$ cat src/rtl/core/rational_arithmetic_unit_defines.svh
// Assertion macros for the rational arithmetic unit.
// Included by files that carry concurrent assertions. It has no other dependencies.
`ifndef RATIONAL_ARITHMETIC_UNIT_DEFINES_SVH
`define RATIONAL_ARITHMETIC_UNIT_DEFINES_SVH
`ifndef SYNTHESIS
// The consequent must hold in the same cycle as the antecedent.
`define RAU_ASSERT_SAME(lbl, clk, rst, ante, cons) \
   lbl: assert property (@(posedge clk) disable iff (rst) (ante) |-> (cons)) \
      else $error("rational arithmetic unit: assertion failed");
// The consequent must hold in the cycle after the antecedent.
`define RAU_ASSERT_NEXT(lbl, clk, rst, ante, cons) \
   lbl: assert property (@(posedge clk) disable iff (rst) (ante) |=> (cons)) \
      else $error("rational arithmetic unit: assertion failed");
`else
`define RAU_ASSERT_SAME(lbl, clk, rst, ante, cons)
`define RAU_ASSERT_NEXT(lbl, clk, rst, ante, cons)
`endif
`endif

$ cat src/rtl/core/rau_pkg.sv
// Shared types and constants of the rational arithmetic unit.
// Used by the channel interfaces, the controller, the datapath and the top level.
`default_nettype none

package rau_pkg;

   localparam int OPERAND_WIDTH_DEFAULT = 32;
   localparam int FIELD_W               = 32;
   localparam int KIND_W                = 2;
   localparam int MAG_W                 = 64;
   localparam int DEN_W                 = 63;
   localparam int STATUS_W              = 2;
   localparam int SHIFT_W               = 7;
   localparam int DIV_CNT_W             = 6;

   typedef enum logic [KIND_W-1:0] {
      KIND_ADD = 2'd0,
      KIND_SUB = 2'd1,
      KIND_MUL = 2'd2,
      KIND_DIV = 2'd3
   } kind_type;

   typedef enum logic [STATUS_W-1:0] {
      STATUS_OK       = 2'd0,
      STATUS_DIV_ZERO = 2'd1,
      STATUS_ZERO_DEN = 2'd2,
      STATUS_OVERFLOW = 2'd3
   } status_type;

   typedef enum logic [1:0] {
      MSEL_T1 = 2'd0,
      MSEL_T2 = 2'd1,
      MSEL_T3 = 2'd2
   } mul_sel_type;

   typedef enum logic [2:0] {
      ST_IDLE,
      ST_MUL_T1,
      ST_MUL_T2,
      ST_MUL_T3,
      ST_COMBINE,
      ST_GCD,
      ST_DIV,
      ST_FINISH
   } state_type;

   typedef struct packed {
      logic        load;
      logic        mul_en;
      mul_sel_type mul_sel;
      logic        combine;
      logic        gcd_step;
      logic        div_init;
      logic        div_step;
      logic        out_load;
   } dp_cmd_type;

   typedef struct packed {
      logic skip;
      logic gcd_done;
      logic div_last;
   } dp_status_type;

endpackage

`default_nettype wire

$ cat src/rtl/core/rau_ctrl.sv
// Controller of the rational arithmetic unit: sequences the datapath and owns
// the handshakes. Depends on rau_pkg.
`default_nettype none

module rau_ctrl (
   input  wire logic                   clock,
   input  wire logic                   reset,
   input  wire logic                   req_valid,
   output logic                        req_ready,
   output logic                        rsp_valid,
   input  wire logic                   rsp_ready,
   input  wire rau_pkg::dp_status_type stat,
   output rau_pkg::dp_cmd_type         cmd
);
   import rau_pkg::*;

   state_type state_ff, state_in;
   logic      out_valid_ff, out_valid_in;

   always_ff @(posedge clock) begin
      if (reset) begin
         state_ff     <= ST_IDLE;
         out_valid_ff <= 1'b0;
      end else begin
         state_ff     <= state_in;
         out_valid_ff <= out_valid_in;
      end
   end

   always_comb begin
      state_in    = state_ff;
      cmd         = '0;
      cmd.mul_sel = MSEL_T1;
      req_ready   = 1'b0;
      case (state_ff)
         ST_IDLE: begin
            req_ready = 1'b1;
            if (req_valid) begin
               cmd.load = 1'b1;
               state_in = ST_MUL_T1;
            end
         end
         ST_MUL_T1: begin
            cmd.mul_en  = 1'b1;
            cmd.mul_sel = MSEL_T1;
            state_in    = ST_MUL_T2;
         end
         ST_MUL_T2: begin
            cmd.mul_en  = 1'b1;
            cmd.mul_sel = MSEL_T2;
            state_in    = ST_MUL_T3;
         end
         ST_MUL_T3: begin
            cmd.mul_en  = 1'b1;
            cmd.mul_sel = MSEL_T3;
            state_in    = ST_COMBINE;
         end
         ST_COMBINE: begin
            cmd.combine = 1'b1;
            state_in    = ST_GCD;
         end
         ST_GCD: begin
            if (stat.skip) begin
               state_in = ST_FINISH;
            end else if (stat.gcd_done) begin
               cmd.div_init = 1'b1;
               state_in     = ST_DIV;
            end else begin
               cmd.gcd_step = 1'b1;
            end
         end
         ST_DIV: begin
            cmd.div_step = 1'b1;
            if (stat.div_last) begin
               state_in = ST_FINISH;
            end
         end
         ST_FINISH: begin
            if (!out_valid_ff || rsp_ready) begin
               cmd.out_load = 1'b1;
               state_in     = ST_IDLE;
            end
         end
         default: begin
            state_in = ST_IDLE;
         end
      endcase
   end

   always_comb begin
      if (cmd.out_load) begin
         out_valid_in = 1'b1;
      end else if (rsp_ready) begin
         out_valid_in = 1'b0;
      end else begin
         out_valid_in = out_valid_ff;
      end
   end

   assign rsp_valid = out_valid_ff;

endmodule

`default_nettype wire

$ cat config.mk
export PLATFORM = sky130hd
export DESIGN_NAME = rau_ctrl
export DESIGN_NICKNAME = d
export VERILOG_FILES = /design/src/rtl/core/rational_arithmetic_unit_defines.svh /design/src/rtl/core/rau_pkg.sv /design/src/rtl/core/rau_ctrl.sv
export SDC_FILE = /design/constraint.sdc
export NUM_CORES = 1
export LEC_CHECK = 0
export ABC_AREA = 1
export ABC_CLOCK_PERIOD_IN_PS = 1440
export BUFFER_PORTS_ARGS = -buffer_cell sky130_fd_sc_hd__buf_2
export CAP_MARGIN = 20
export CORE_AREA = 2 2 39 41
export DETAILED_ROUTE_END_ITERATION = 12
export DIE_AREA = 0 0 41 43
export MAX_ROUTING_LAYER = met4
export PLACE_DENSITY = 0.64
export SETUP_SLACK_MARGIN = 0.02
export SYNTH_ARGS = -nofsm -noshare
export SYNTH_HDL_FRONTEND = slang
export SYNTH_SLANG_ARGS = --single-unit
$ cat constraint.sdc
create_clock -name clock -period 1.44 [get_ports clock]
set_input_delay 0.216 -clock clock [delete_from_list [all_inputs] [get_ports clock]]
set_output_delay 0.216 -clock clock [all_outputs]
set_load 0.005 [all_outputs]
* After elaboration in Yosys (flattened, before gate mapping)
Index checks and enable logic that the tools add are counted.
** Operators by class
- Equal/unequal tests :: 11
- Muxes and demuxes :: 20
- Reduce and logical (&&, ||, !) cells :: 5
** Operator list (count)
- one-hot mux 3 bit (8 select lines) :: 1
- two-way mux 3 bit :: 5
- == test 3 bit, second input constant :: 4
- two-way mux 1 bit :: 11
- one-hot mux 3 bit (3 select lines) :: 1
- == test 3 x 2 -> 1 bit, second input constant :: 2
- != test 2 bit, second input constant :: 3
- two-way mux 2 bit :: 2
- AND reduction 4 bit :: 1
- == test 3 x 1 -> 1 bit, second input constant :: 1
- logical NOT 3 bit :: 1
- != test 3 bit, second input constant :: 1
- nonzero test 2 bit :: 1
- logical NOT 1 bit :: 1
- logical OR 1 bit :: 1
** Word-level totals
- Flip-flop bits (word level) :: 4
- Output and inout port bits :: 11
- Logic and storage cells :: 38

* Longest topological paths before layout
Gate-level depths: netlist of the first run.
- Word-level depth :: 5
- Gate-level depth with buffers :: 10
- Gate-level depth less buffers :: 10

* Worst setup path before layout of the first run
No wires, ideal clock.
- Path kind :: register -> register
- Start point :: register state_ff[1]
- End point :: register state_ff[0]
- Setup time :: 0.113 ns
- Data arrival time :: 1.124 ns
- Data required time :: 1.327 ns
- Path slack :: 0.204 ns
- Cell stages (with the launch flop) :: 11
- Cell sequence :: dfxtp_1 -> inv_1 -> ha_1 -> nand2_1 -> inv_1 -> nand2_1 -> nand2_1 -> nor2_4 -> nand2_1 -> nand2_1 -> nor2_1
** Between the ends
- Longest elaborated chain between the ends :: 3
** Ends and longest elaborated chain
- start, declared :: line rau_ctrl.sv:17 : state_type state_ff, state_in;
- start signal, assigned :: line rau_ctrl.sv:25 : state_ff <= state_in;
- == test 3 bit / logical NOT 3 bit (equally long branches) :: line rau_ctrl.sv:35 : case (state_ff)
- != test 3 bit (no source line) / != test 2 bit (equally long branches)
- AND reduction 4 bit (no source line)
Several ways; a longest one is shown, not always the timed one.
A chain may end at the register's enable or synchronous reset.

==> results.md, run 1 <==
* Worst-Margin Slew at 0.2626 ns
* Min cycle time layout at 1.395 ns
* Bufs on Longest Clock Path at 2
* H-tree depth at 1
* R2R depth at 10
* CP Capture Type: primary output
* Cts bufs inserted at 3
* Most common cell in the synthesized netlist: nor2_1
* Clock latency on the worst-skew pair at 0.23 ns
* Final Net Count at 101
* Total Routing Usage GR at 0.1091
* Via Count at 436
* Rows at 14
* Initial antenna violation count at 0
* Post-place setup slack at 0.1126 ns
* Period utilisation layout at 0.9688
* Synth unique cells at 14
* GRT met2 Usage at 0.1500
* Clk pin slew, worst setup/hold paths at 0.03 ns
* Final TNS setup at 0 ns
* Status: finished, final reports clean
* Sw Ratio at 0.4535
* Antenna cells at 0
* Vias per cell at 4.192
* Post-synth top cells: 17 x nor2_1, 16 x inv_1, 15 x nand2_1
* Initial Util at 0.2821
* Rel. slew slack at 0.8250
* Flop2flop setup slack at 0.12 ns
* Seq pwr share at 0.257
* CTS Sinks at 4
* Final core occ at 0.4231
* Top_reg_cell synth: dfxtp_1
* Final wirelength at 836 um
* Top Usage Layer GRT: met2
* Core area at 1384 um2
* Overall Power at 1.030 mW
* Top cells by area, synth: dfxtp_1 21%, nor2_1 16%, inv_1 15%
* Routing usage on met3 at 0.01571
* Port Buffers at 17
* Crit-path slowest cell: dfxtp_4
* Flops & latches, synth at 4
* Critical setup path kind: reg -> out
* GRT met1 Usage at 0.1383
* Max_cap viols at 0
* Internal Power at 0.5628 mW
* Arr. time, crit path at 1.18 ns
* CTS tree: built
* Hold path endpoint: rsp_valid$_SDFFE_PP0P_
* WHS Path Cells at 2
* Synth warn at 0
* Pins Over Slew Limit at 0
* RSZ-0062 raised after global routing: yes
* Post-synth ARST share at 0
* Post-Syn Nets at 79
* Crit Reg-Reg Endpoint: state_ff[1]$_SDFFE_PP0P_
* Die width at 41 um
* Final hold viol count at 0
* Global-route wire length before repair at 1.283 mm
* Area Overhead vs Synth at 50.00%
* Clock Power Share at 0.127
* Logic pwr share at 0.616
* Fmax at 0.7168 GHz
* Cell area after synthesis at 390.4 um2
* Post-DP HPWL at 659 um
* Post-synth top area share at 0.2051
* Post-DR wirelength/cell at 8.038 um
* Number of global-route vias before repair at 336
* Worst-path fanout max at 5
* Post-synthesis cell count at 68
* Gpl congestion at 0.7808
* Setup Skew at 0.0002328 ns
* Post-synth top area cell: dfxtp_1
* EDFF count, synth at 0
* Die area at 1763 um2
* Root Driver: clkbuf_4
* Hold Crit Start: reset
* Hold Path Class: in -> reg
* Layout cell share with drive strength beyond 1 at 0.5114
* Pleak at 0.3570 nW
* Worst path bufs/invs at 2
* Die height at 43 um
* Delay-heaviest family, CP: flip-flops
* PD cells at 1759 nW/um2
* Worst r2r src: state_ff[1]$_SDFFE_PP0P_
* P_sw at 0.4671 mW
* Final setup vio count at 0
* Post-route ant nets at 0
* Ports at 18
* First-pass DRT Iterations at 4
* Largest net degree at the start of global routing at 13
* Post-synthesis sequential area ratio at 0.2051
* Max IR drop VDD at 0.0008292 V
* Required @ worst endpoint at 1.22 ns
* Grt total ovfl at 0
* Slowest stage delay, CP at 0.38 ns
* Filler cells at 147
* Mapped Avg Cell Area at 5.741 um2
* CP Launch Type: flop
* Post-route DRC at 0
* Critical path cell sequence: inv_2 > ha_2 > nor2_2 > a21oi_1 > buf_2
* Worst Slack Setup Final at 0.04486 ns
* Iter 0 DRT Violations at 5
sequential cells by signal (all words and copies together), names as in the netlist:
register / cells
rsp_valid: 1
state_ff: 3
final cells by class:
type	instances	area, um2	area share
inverter	17	66.31	0.1132
timing repair buffer	19	100.1	0.1709
sequential	4	88.84	0.1517
clock buffer	3	22.52	0.03846
tap	16	20.02	0.03419
multi-input combinational	45	287.8	0.4915
kinds of logic after synthesis:
kind of cell	Yosys count	synth area share
adders and majority gates	4	0.1282
buffers and inverters	19	0.2115
and+or+nand+nor	38	0.4167
DFF	4	0.2051
AOI/OAI and AO/OA	3	0.03845
metal layers:
metal	part of all wire	wire, um
met1	0.43	363
met2	0.50	422
met3	0.051	43
met4	0.0084	7
met5	0	0
metrics by stage:
stage | instances | hold WS [ns] | instance area [um2]
6_report | 104 | 0.1567 | 585.6
5_1_grt | 104 | 0.1703 | 585.6
4_1_cts | 104 | 0.1514 | 525.5
3_5_place_dp | 100 | 0.3921 | 484.2
3_3_place_gp | 100 | 0.3897 | 484.2
2_1_floorplan | 68 | 0.2884 | 390.4
how the worst max path moves through the flow:
stage / startpoint / end / slack (ns) / cells after the start
3_3_place_gp: state_ff[1]$_SDFFE_PP0P_ / state_ff[1]$_SDFFE_PP0P_ / 0.14 / 10
3_5_place_dp: state_ff[1]$_SDFFE_PP0P_ / state_ff[1]$_SDFFE_PP0P_ / 0.11 / 10
6_report: state_ff[0]$_SDFFE_PP0P_ / cmd[7] / 0.04 / 5
2_1_floorplan: state_ff[1]$_SDFFE_PP0P_ / state_ff[0]$_SDFFE_PP0P_ / 0.20 / 10
5_1_grt: state_ff[0]$_SDFFE_PP0P_ / cmd[7] / 0.003 / 5
4_1_cts: state_ff[0]$_SDFFE_PP0P_ / cmd[8] / 0.02 / 5
timing repair:
item                                   CTS  global route
endpoints found under the hold margin    0             0
resized for setup                        7            18
buffers inserted                         2             0
hold buffers                             0             0
pin swaps                                2             1
setup endpoints to repair                5             6
power groups by stage:
stage | Clock (mW) | Sequential [mW] | Combinational, mW
after floorplan | 0 | 0.182 | 0.406
after global placement | 0 | 0.219 | 0.496
after detailed placement | 0 | 0.221 | 0.506
after CTS | 0.138 | 0.228 | 0.557
after global routing | 0.143 | 0.272 | 0.716
final | 0.131 | 0.265 | 0.634
placed cells by master (no fill, tap or decap), types with 2 or more instances in the layout:
master    Yosys  routed
nor2_2        0       2
inv_2         1       5
ha_4          0       3
a21oi_1       3       3
buf_2         0      17
nor2_1       17      15
buf_4         1       2
nand2_1      15      11
nand2_2       1       5
nand3_1       2       2
dfxtp_4       0       2
clkbuf_4      0       3
inv_1        16      11
Note: power is estimated with default switching activity, not from simulation.
==> run 2, diff against run 1 <==
Settings changed: ABC_CLOCK_PERIOD_IN_PS 1440 to 1140, PLACE_DENSITY 0.64 to 0.66.
Clock period 1.44 ns to 1.14 ns, I/O delays scaled along.
==> results.md, run 2 (synthesis results as in run 1) <==
* Initial Util at 0.2821 (unchanged)
* Required @ worst endpoint at 0.97 ns (-0.25 ns)
* PD cells at 2364 nW/um2 (+34%)
* Global-route wire length before repair at 1.662 mm (+30%)
* First-pass DRT Iterations at 3 (-1)
* CTS Sinks at 4 (unchanged)
* Largest register FFs at 3 (unchanged)
* Initial antenna violation count at 0 (unchanged)
* Grt total ovfl at 0 (unchanged)
* Final Net Count at 104 (+3.0%)
* Worst-path fanout max at 4 (-1)
* Violated checks: setup timing
* Post-DR wirelength/cell at 9.673 um (+20%)
* Placed cell areas at 546.8 um2 (+13%)
* Min cycle time layout at 1.324 ns
* WHS Path Cells at 2 (unchanged)
* Root Driver: clkbuf_4
* Antenna cells at 0 (unchanged)
* CP Capture Type: primary output
* Die area at 1763 um2 (unchanged)
* Total Routing Usage GR at 0.1459 (+0.03689)
* Bufs on Longest Clock Path at 2 (unchanged)
* Arr. time, crit path at 1.15 ns (-0.03 ns)
* Via Count at 443 (+1.6%)
* Post-route ant nets at 0 (unchanged)
* Number of global-route vias before repair at 431 (+28%)
* Status: finished with violations
* Port Buffers at 17 (unchanged)
* Rel. slew slack at 0.8852 (+0.06025)
* Clk pin slew, worst setup/hold paths at 0.04 ns (about the same)
* Ports at 18 (unchanged)
* Worst-Margin Slew at 0.1715 ns (-0.09101 ns)
* Post-DP HPWL at 769.8 um (+17%)
* Area Overhead vs Synth at 68.27%
* Most common cell after layout, fill and taps aside: buf_2
* Cts bufs inserted at 3 (unchanged)
* Die height at 43 um (unchanged)
* Final hold viol count at 0 (unchanged)
* Design Area, Final at 656.9 um2 (+12%)
* Worst Slack Setup Final at -0.1839 ns (-0.2288 ns)
* Iter 0 DRT Violations at 1 (-4)
* Setup Skew at 0.008077 ns (+0.007844 ns)
* Final setup vio count at 13 (+13)
* Core area at 1384 um2 (unchanged)
* Pins Over Slew Limit at 0 (unchanged)
* RSZ-0062 raised after global routing: yes
* Finished Layout Cells at 107 (+2.9%)
* Top reg by flops: state_ff
* Commonest non-fill, non-tap cells in the layout: 16 x buf_2, 15 x nor2_1, 10 x inv_1, 10 x nand2_1
* Die width at 41 um (unchanged)
* CTS tree: built
* Vias per cell at 4.140 (-1.2%)
* R2R depth at 9 (-1)
* Period utilisation layout at 1.161
* Final wirelength at 1.035 mm (+24%)
* Gpl congestion at 0.7621 (-2.4%)
* Placed Instances at 102 (+2.0%)
* Clock latency on the worst-skew pair at 0.25 ns (+0.02 ns)
* Layout cell share with drive strength beyond 1 at 0.5824 (+0.07105)
* Max_cap viols at 0 (unchanged)
* Largest net degree at the start of global routing at 12 (-1)
* Fmax at 0.7553 GHz
* Hold-fix buffers, CTS at 0 (unchanged)
* Rows at 14 (unchanged)
* H-tree depth at 1 (unchanged)
* Pleak at 0.3880 nW (+8.7%)
* Final core occ at 0.4747 (+0.05154)
* Hold Path Class: in -> reg
* Critical setup path kind: reg -> out
* Post-route DRC at 0 (unchanged)
* Max IR drop VDD at 0.0008569 V (+3.3%)
* CP Launch Type: flop
## run 2: layout make-up
cell class / count / area, um2
Clock buffer: 3 / 22.52
Fill cell: 147 / 726.9
Inverter: 17 / 68.82
Multi-Input combinational cell: 45 / 316.6
Sequential cell: 4 / 87.58
Tap cell: 16 / 20.02
Timing Repair Buffer: 22 / 141.4
## run 2: power by group
group | total (mW) | switching [mW] | internal, mW
combinational | 1.07 | 0.549 | 0.519
clock | 0.190 | 0.0713 | 0.119
sequential | 0.295 | 0.0859 | 0.209
## run 2: what timing repair did
| action | 4_1_cts | 5_1_grt |
|---|---|---|
| pin swaps | 8 | 4 |
| gates resized for setup | 13 | 8 |
| endpoints found under the setup margin | 13 | 13 |
| setup buffers | 2 | 0 |
## run 2: per-layer routing
| metal | wire length, um | track usage | up-vias |
|---|---|---|---|
| li1 | - | - | 242 |
| met1 | 395 | 0.1442 | 190 |
| met2 | 573 | 0.2375 | 9 |
| met3 | 45 | 0.06283 | 2 |
| met4 | 20 | 0.06000 | 0 |
| met5 | 0 | - | - |
## run 2: metrics by stage
| step | power, mW | worst slack [ns] | TNS, ns | hold WS [ns] |
|---|---|---|---|---|
| 2_1_floorplan | 0.8140 | 0.01464 | 0 | 0.2434 |
| 3_3_place_gp | 1.072 | -0.06186 | -0.1200 | 0.3456 |
| 3_5_place_dp | 1.097 | -0.08449 | -0.2216 | 0.3464 |
| 4_1_cts | 1.485 | -0.1910 | -1.712 | 0.09102 |
| 5_1_grt | 1.710 | -0.2503 | -2.448 | 0.1095 |
| 6_report | 1.553 | -0.1839 | -1.658 | 0.09790 |
## run 2: path summary, 6_finish.rpt
kind / to / slack [ns] / start
max: cmd[3] / -0.18 / state_ff[1]$_SDFFE_PP0P_
min: rsp_valid$_SDFFE_PP0P_ / 0.1 / reset
max reg2reg: state_ff[1]$_SDFFE_PP0P_ / -0.14 / state_ff[0]$_SDFFE_PP0P_
min reg2reg: state_ff[1]$_SDFFE_PP0P_ / 0.54 / state_ff[1]$_SDFFE_PP0P_
## run 2: critical path: stages (launching register included)
cell     delay, ns
dfxtp_4       0.38
inv_4         0.06
ha_4          0.17
nand2_4       0.07
inv_2         0.04
nand2_2       0.05
inv_1         0.03
buf_2         0.11
==> run 3, diff against run 2 <==
Settings changed: PLACE_DENSITY 0.66 to default.
==> results.md, run 3 (synthesis results as in run 1) <==
* PD cells at 2262 nW/um2 (-4.3%)
* Post-DP HPWL at 678.3 um (-12%)
* Worst path bufs/invs at 5 (+1)
* Violated checks: setup timing
* WHS Path Cells at 2 (unchanged)
* Rel. slew slack at 0.8581 (-0.02713)
* Arr. time, crit path at 1.21 ns (+0.06 ns)
* Top reg by flops: state_ff
* Final Net Count at 109 (+4.8%)
* Final hold viol count at 0 (unchanged)
* Hold-fix buffers, CTS at 0 (unchanged)
* Seq pwr share at 0.178 (-0.012)
* Largest net degree at the start of global routing at 12 (unchanged)
* Ports at 18 (unchanged)
* Iter 0 DRT Violations at 8 (+7)
* Clock Power Share at 0.119 (-0.003)
* Worst-Margin Slew at 0.2121 ns (+0.04055 ns)
* Cts bufs inserted at 3 (unchanged)
* Clk pin slew, worst setup/hold paths at 0.03 ns (about the same)
* Flop2flop setup slack at -0.17 ns (-0.03 ns)
* H-tree depth at 1 (unchanged)
* Die width at 41 um (unchanged)
* Delay-heaviest family, CP: flip-flops
* Worst-path fanout max at 4 (unchanged)
* Placed Instances at 105 (+2.9%)
* Core area at 1384 um2 (unchanged)
* Grt total ovfl at 0 (unchanged)
* CP Capture Type: primary output
* Rows at 14 (unchanged)
* Clock latency on the worst-skew pair at 0.25 ns (about the same)
* Commonest non-fill, non-tap cells in the layout: 14 x buf_2, 12 x nor2_1, 10 x nand2_1, 8 x inv_1
* Logic pwr share at 0.703 (+0.015)
* Post-DR wirelength/cell at 8.839 um (-8.6%)
* Number of global-route vias before repair at 412 (-4.4%)
* Antenna cells at 0 (unchanged)
* Initial antenna violation count at 0 (unchanged)
* Vias per cell at 4.232 (+2.2%)
* Crit path depth at 8 (+1)
* Setup Skew at 0.006627 ns (-0.001451 ns)
* R2R depth at 11 (+2)
* Period utilisation layout at 1.214 (+0.05241)
* Area Overhead vs Synth at 81.73%
* WHS at 0.09260 ns (-0.005301 ns)
* CTS Sinks at 4 (unchanged)
* Sw Ratio at 0.4430 (-0.01205)
* Internal Power at 0.8940 mW (+5.6%)
* Via Count at 474 (+7.0%)
* Worst Slack Setup Final at -0.2437 ns (-0.05975 ns)
* Max IR drop VDD at 0.0009273 V (+8.2%)
* Hold Path Class: in -> reg
* CTS tree: built
* Post-route DRC at 0 (unchanged)
* Final setup vio count at 13 (unchanged)
* Root Driver: clkbuf_4
* P_sw at 0.7109 mW (+0.61%)
* Most common cell after layout, fill and taps aside: buf_2
* Crit-path slowest cell: dfxtp_4
* CP Launch Type: flop
* Layout cell share with drive strength beyond 1 at 0.6250 (+0.04258)
* RSZ-0062 raised after global routing: yes
* First-pass DRT Iterations at 2 (-1)
* Gpl congestion at 0.7515 (-1.4%)
* Post-route ant nets at 0 (unchanged)
* Die area at 1763 um2 (unchanged)
* Min cycle time layout at 1.384 ns (+0.05975 ns)
* Pleak at 0.4092 nW (+5.5%)
* Final wirelength at 990 um (-4.3%)
* Initial Util at 0.2821 (unchanged)
* Port Buffers at 17 (unchanged)
* Global-route wire length before repair at 1.559 mm (-6.2%)
* Pins Over Slew Limit at 0 (unchanged)
* Required @ worst endpoint at 0.97 ns (about the same)
* Max_cap viols at 0 (unchanged)
* Die height at 43 um (unchanged)
* Bufs on Longest Clock Path at 2 (unchanged)
* Status: finished with violations
* Largest register FFs at 3 (unchanged)
* Critical path cell sequence: inv_4 > ha_4 > nand2_4 > inv_2 > nand2_2 > buf_6 > inv_2 > buf_6
* Total Routing Usage GR at 0.1380 (-0.007938)
* Fmax at 0.7227 GHz (-4.3%)
* Slowest stage delay, CP at 0.37 ns (about the same)
* Finished Layout Cells at 112 (+4.7%)
* Critical setup path kind: reg -> out
[run 3: cell types whose count changed in the layout (fill, tap and decap cells not counted), moves of 2 or more]
cell,delta
buf_6,+4
buf_4,+3
nor2_1,-3
nor2_2,+3
a21oi_1,+2
a21oi_2,-2
buf_2,-2
inv_1,-2
inv_2,+2
[run 3: cell type report]
cell class,instances,area [um2]
fillers,136,674.4
inverters,17,68.82
repair buffers,27,198.9
multi-input cells,45,311.5
well taps,16,20.02
clock buffers,3,22.52
flip-flops and latches,4,87.58
[run 3: power by group through the flow]
stage / Combinational [mW] / Sequential [mW] / Clock (mW)
2_1_floorplan: 0.558 / 0.256 / 0
3_3_place_gp: 0.829 / 0.257 / 0
3_5_place_dp: 0.834 / 0.259 / 0
4_1_cts: 1.05 / 0.284 / 0.193
5_1_grt: 1.27 / 0.292 / 0.210
6_report: 1.13 / 0.285 / 0.191
[run 3: worst register-to-register path, stage by stage, from the launching register on]
cell and delay (ns):
dfxtp_4 0.37, inv_4 0.05, ha_4 0.17, nand2_4 0.07, inv_2 0.03, nand2_2 0.06
buf_4 0.11, nand2_2 0.05, nor2_4 0.13, nand2_1 0.07, nand2_1 0.06, nor2_1 0.04
[run 3: metal layers]
metal | routed length [um] | vias up | GRT usage
met3 | 55 | 3 | 0.04712
met5 | 0 | - | -
met2 | 531 | 10 | 0.1969
met4 | 27 | 0 | 0.1000
met1 | 376 | 209 | 0.1516
li1 | - | 252 | -
[run 3: through the flow]
stage | power [mW] | worst slack (ns) | area [um2] | TNS [ns] | util
floorplan | 0.8140 | 0.01464 | 425.4 | 0 | -
global placement | 1.087 | -0.07602 | 569.3 | -0.1308 | 0.4114
detailed placement | 1.093 | -0.07953 | 569.3 | -0.1837 | 0.4114
CTS | 1.529 | -0.2399 | 676.9 | -1.979 | 0.4892
global route | 1.769 | -0.3009 | 709.4 | -2.890 | 0.5127
finish | 1.605 | -0.2437 | 709.4 | -2.050 | 0.5127
[run 3: repair_timing]
item / 4_1_cts / 5_1_grt
pin swaps: 11 / 4
hold endpoints to repair: 0 / 0
gates cloned: 0 / 0
setup endpoints to repair: 13 / 14
setup buffers: 4 / 0
gates resized for setup: 17 / 10
[run 3: path summary, 6_finish.rpt]
check / to / start
worst max-delay path: cmd[3] / state_ff[1]$_SDFFE_PP0P_
worst min register to register: state_ff[0]$_SDFFE_PP0P_ / state_ff[0]$_SDFFE_PP0P_
worst max register to register: state_ff[1]$_SDFFE_PP0P_ / state_ff[1]$_SDFFE_PP0P_
worst min-delay path: rsp_valid$_SDFFE_PP0P_ / reset
